### src/hw/rtl/tept_pkg.sv
package tept_pkg;

    // Table geometry and key format.
    localparam int TABLE_DEPTH = 16384;
    localparam int VERTEX_BITS = 20;
    localparam int MAX_PROBES  = 16;

    localparam int IDX_BITS    = $clog2(TABLE_DEPTH);
    localparam int PROBE_BITS  = $clog2(MAX_PROBES + 1);
    localparam int KEY_BITS    = 2 * VERTEX_BITS + 1;

    // Port field widths.
    localparam int VERT_W = 20;
    localparam int SIDE_W = 21;
    localparam int FACE_W = 20;

    // Hash mixing constants.
    localparam logic [63:0] HASH_C1 = 64'h9E3779B97F4A7C15;
    localparam logic [63:0] HASH_C2 = 64'hBF58476D1CE4E5B9;

    // Result status codes.
    localparam logic [1:0] ST_OK       = 2'd0;
    localparam logic [1:0] ST_REASSIGN = 2'd1;
    localparam logic [1:0] ST_FULL     = 2'd2;

    // Local edge positions.
    localparam logic [1:0] EDGE_AB = 2'd0;
    localparam logic [1:0] EDGE_BC = 2'd1;
    localparam logic [1:0] EDGE_CA = 2'd2;

    // One entry of the info store.
    typedef struct packed {
        logic [SIDE_W-1:0] side;
        logic              half;
        logic              owned;
        logic [FACE_W-1:0] face;
        logic [1:0]        edge_pos;
    } t_info;

    typedef enum logic [3:0] {
        S_CLEAR,
        S_IDLE,
        S_EDGE,
        S_HASH_GO,
        S_HASH_WAIT,
        S_PROBE_RD,
        S_PROBE_CHK,
        S_INFO_RD,
        S_INFO_WR,
        S_OPP_RD,
        S_OPP_CHK,
        S_WRITE1,
        S_WRITE2,
        S_EMIT
    } t_state;

    // Build a valid key from two vertex ids.
    function automatic logic [KEY_BITS-1:0] make_key(logic [VERTEX_BITS-1:0] a,
                                                     logic [VERTEX_BITS-1:0] b);
        return {1'b1, a, b};
    endfunction

endpackage

### src/hw/rtl/tept_hash.sv
module tept_hash
    import tept_pkg::*;
(
    input  logic                i_clk,
    input  logic                i_rst_n,
    input  logic                i_start,
    input  logic [KEY_BITS-1:0] i_key,
    output logic                o_done,
    output logic [IDX_BITS-1:0] o_hash
);

    logic                r_busy;
    logic [2:0]          r_step;
    logic [63:0]         r_k;
    logic [63:0]         r_y;
    logic [63:0]         r_acc;
    logic                r_done;
    logic [IDX_BITS-1:0] r_hash;
    logic [31:0]         mul_a;
    logic [31:0]         mul_b;
    logic [63:0]         prod;
    logic [63:0]         mix;

    // Operand selection for the shared 32x32 multiplier.
    always_comb begin
        mul_a = r_k[31:0];
        mul_b = HASH_C1[31:0];
        case (r_step)
            3'd1: begin mul_a = r_k[63:32]; mul_b = HASH_C1[31:0];  end
            3'd2: begin mul_a = r_k[31:0];  mul_b = HASH_C1[63:32]; end
            3'd4: begin mul_a = r_y[31:0];  mul_b = HASH_C2[31:0];  end
            3'd5: begin mul_a = r_y[63:32]; mul_b = HASH_C2[31:0];  end
            3'd6: begin mul_a = r_y[31:0];  mul_b = HASH_C2[63:32]; end
            default: begin mul_a = r_k[31:0]; mul_b = HASH_C1[31:0]; end
        endcase
    end

    assign prod = 64'(mul_a) * 64'(mul_b);
    assign mix  = r_acc ^ (r_acc >> 32);

    // Each 64-bit product modulo 2^64 is built from three partial products.
    always_ff @(posedge i_clk) begin
        r_done <= 1'b0;
        if (!i_rst_n) begin
            r_busy <= 1'b0;
            r_step <= 3'd0;
        end else if (!r_busy) begin
            if (i_start) begin
                r_busy <= 1'b1;
                r_step <= 3'd0;
                r_k    <= 64'(i_key);
            end
        end else begin
            r_step <= r_step + 3'd1;
            case (r_step)
                3'd0, 3'd4: r_acc <= prod;
                3'd1, 3'd2, 3'd5, 3'd6: r_acc[63:32] <= r_acc[63:32] + prod[31:0];
                3'd3: r_y <= r_acc ^ (r_acc >> 29);
                default: begin
                    r_hash <= mix[IDX_BITS-1:0];
                    r_done <= 1'b1;
                    r_busy <= 1'b0;
                end
            endcase
        end
    end

    assign o_done = r_done;
    assign o_hash = r_hash;

endmodule

### config.mk
export PLATFORM = sky130hd
export DESIGN_NAME = tept_hash
export DESIGN_NICKNAME = d
export VERILOG_FILES = /design/src/hw/rtl/tept_pkg.sv /design/src/hw/rtl/tept_hash.sv
export SDC_FILE = /design/constraint.sdc
export NUM_CORES = 2
export LEC_CHECK = 0
export ABC_AREA = 1
export ABC_CLOCK_PERIOD_IN_PS = 8200
export BUFFER_PORTS_ARGS = -buffer_cell sky130_fd_sc_hd__clkbuf_2
export CORE_MARGIN = 2
export CORE_UTILIZATION = 45
export CTS_CLUSTER_SIZE = 10
export DETAILED_ROUTE_END_ITERATION = 10
export MAX_ROUTING_LAYER = met4
export PLACE_DENSITY = 0.7
export SYNTH_ARGS = -nofsm -noshare
export SYNTH_HDL_FRONTEND = slang
export SYNTH_SLANG_ARGS = --single-unit
### constraint.sdc
create_clock -name i_clk -period 8.2 [get_ports i_clk]
set_clock_uncertainty 0.05 [all_clocks]
set_input_delay 0.82 -clock i_clk [delete_from_list [all_inputs] [get_ports i_clk]]
set_output_delay 0.82 -clock i_clk [all_outputs]
set_load 0.01 [all_outputs]
==> results.txt <==
Final Max Slew Viols: 0
Clock sink count: 188
Clock buffer depth: 2
Clock-pin slew on the worst setup and hold paths: 0.08 ns
Vias/cell: 5.18
Status: complete, but fails checks
Top cell by count, worst path: fa_1
WL/cell: 22.6 um
Finish-stage setup viols: 32
Overall routed net length: 145 mm
Worst hold stages: 1
Measured slew at the worst slew-check pin: 1.16 ns
Overflow after GRT: 0
Slew headroom: 22.6%
Synth Cell Area: 0.0396 mm^2
Chip height: 301 um
Global-route wire length before repair: 214 mm
Crit path DAT: 9.13 ns
Minimum hold slack: 0.496 ns
Largest net degree at the start of global routing: 65
Total track usage: 33.6%
Data required, critical path: 8.36 ns
Final hold vios: 0
CTS tree: yes
GR peak layer: met2
Synth top area share: 43.7%
Setup ws final: -0.773 ns
Drt drc: 0
Met2 Use GR: 51.3%
Reg2Reg Depth: 46
Nets: 6509
I/O Buffers: 58
Post-Syn Nets: 5568
Crit Path Class: flip-flop to flip-flop
CTS Buf Count: 17
Routed Antenna Nets: 0
Avg Inst Size Synth: 9.14 um^2
Met3 Usage GRT: 5.38%
Core area: 0.0870 mm^2
Met1 usage: 45.5%
Fmax: 111 MHz
Routability cong.: 1.06
Hpwl dp: 128 mm
DR vias: 33355
Crit end category: flip-flop
Die area: 0.0904 mm^2
Pre-antenna DRT Iters: 6
Synth Register Bits: 188
Worst path max stage delay: 0.60 ns
Count leader, synth: inv_1
Post-synth top flop: edfxtp_1
Number of global-route vias before repair: 34026
YS warnings: 0
Sequential area share after synthesis: 14.1%
Initial antenna violation count: 3
H-tree depth: 4
Synth cell count leaders: inv_1 (1237), fa_1 (864), nand2_1 (560), nor2_1 (447), ha_1 (328)
Setup TNS: -11.32 ns
Cells after synthesis: 4332
Synth area leaders: fa_1 (44%), edfxtp_1 (14%), inv_1 (12%)
EDFF count, synth: 183
Failing checks: setup timing
Layout Utilization: 59.8%
Hold crit path type: input port to flip-flop
Layout area overhead: 31.3%
Row count: 108
Max-cap violations: 0
Die W: 301 um
Asr flop ratio synth: 0%
Ports: 59
Fin area: 0.0520 mm^2
R2R Setup Slk: -0.77 ns
Clk_lat worst skew: 0.45 ns
Layout cells sized above 1: 30.3%
DRT iter0 DRCs: 3049
Netlist cell types: 42
Fill cells: 7443
CTS Root Cell: clkbuf_16
CP startpoint kind: flip-flop
Crit-path slowest cell: fa_1
Placement Cell Area: 0.0477 mm^2
Final Cycle Share: 109%
Crit path time final: 8.97 ns
CP max FO: 10
RSZ-0062 raised after global routing: true
Post-synth top area cell: fa_1
Initial Util: 45.5%
-- routing by layer --
layer | vias up | share of wire [%] | wire length [um]
met1 | 16726 | 40 | 57800
met5 | - | 0 | 0
li1 | 14762 | - | -
met2 | 1542 | 46 | 67500
met3 | 325 | 9.1 | 13200
met4 | 0 | 4.8 | 6910
-- registers in the layout (all words and copies together), names as in the netlist --
register  count
o_hash       14
r_step        3
r_k          41
r_busy        1
o_done        1
r_acc        64
r_y          64
-- cell usage in the layout (no fill, tap or decap), drive strengths merged, types with 7 or more instances in the layout --
master     n
a22oi     23
clkbuf    77
fa       864
o21ai    123
a21oi    151
nand3    119
ha       328
nor2     460
o21bai    17
buf      924
nand3b     8
xnor2      8
xor2      81
nand4     20
nor4       7
inv     1271
nor3      14
edfxtp   183
nand2    563
a21o       9
-- cell families (layout without fill, tap and decap cells) --
group                      Yosys count  in the layout  share of synthesized area [%]
AOI/OAI and AO/OA                  341            341                           4.95
xor gates and xnor gates            89             89                           1.97
adders and majority gates         1192           1192                           54.0
buffers and inverters             1326           2280                           12.7
DFF                                188            188                           14.1
other                                0              2                              0
and+or+nand+nor                   1196           1196                           12.2
-- through the flow --
stage | cells | setup WS, ns
after floorplan | 4332 | 0.000573
final | 6443 | -0.773
after detailed placement | 6302 | -1.03
after CTS | 6376 | -0.761
after global routing | 6443 | -1.03
after global placement | 6302 | -1.02
-- worst max-delay path: cells and delay by family (launching register included) --
kind | cells | cell delay (ns)
AO/OA/AOI/OAI | 3 | 0.51
XOR/XNOR | 1 | 0.11
adder cells (fa/ha/maj) | 11 | 4.87
buffers and inverters | 14 | 1.32
flip-flops | 1 | 0.38
AND/OR/NAND/NOR | 17 | 1.48
-- final cells by class --
class	instances	area [um^2]	share of cell area, %
antenna	2	5.00	0.00962
clock buffer	18	429	0.825
clock inverter	14	150	0.289
inverter	1264	4790	9.21
multi-input combinational	2818	31800	61.2
sequential	188	5610	10.8
tap	1155	1450	2.78
timing repair buffer	984	7760	14.9
-- final timing paths --
kind / to / from
worst min-delay path: r_k[2] / i_key[2]
worst min register to register: r_y[19] / r_acc[19]
worst max register to register: r_acc[63] / r_step[0]
worst max-delay path: r_acc[63] / r_step[0]
-- what timing repair did --
item | CTS | global route
endpoints found under the setup margin | 33 | 36
hold endpoints to repair | 0 | 0
gates resized for setup | 323 | 424
hold buffers | 0 | 0
gates cloned | 1 | 1
pin swaps | 54 | 146
setup buffers | 41 | 67
Power is not shown: default switching activity piles up to over one toggle a cycle in this logic, so the estimate is an artifact.
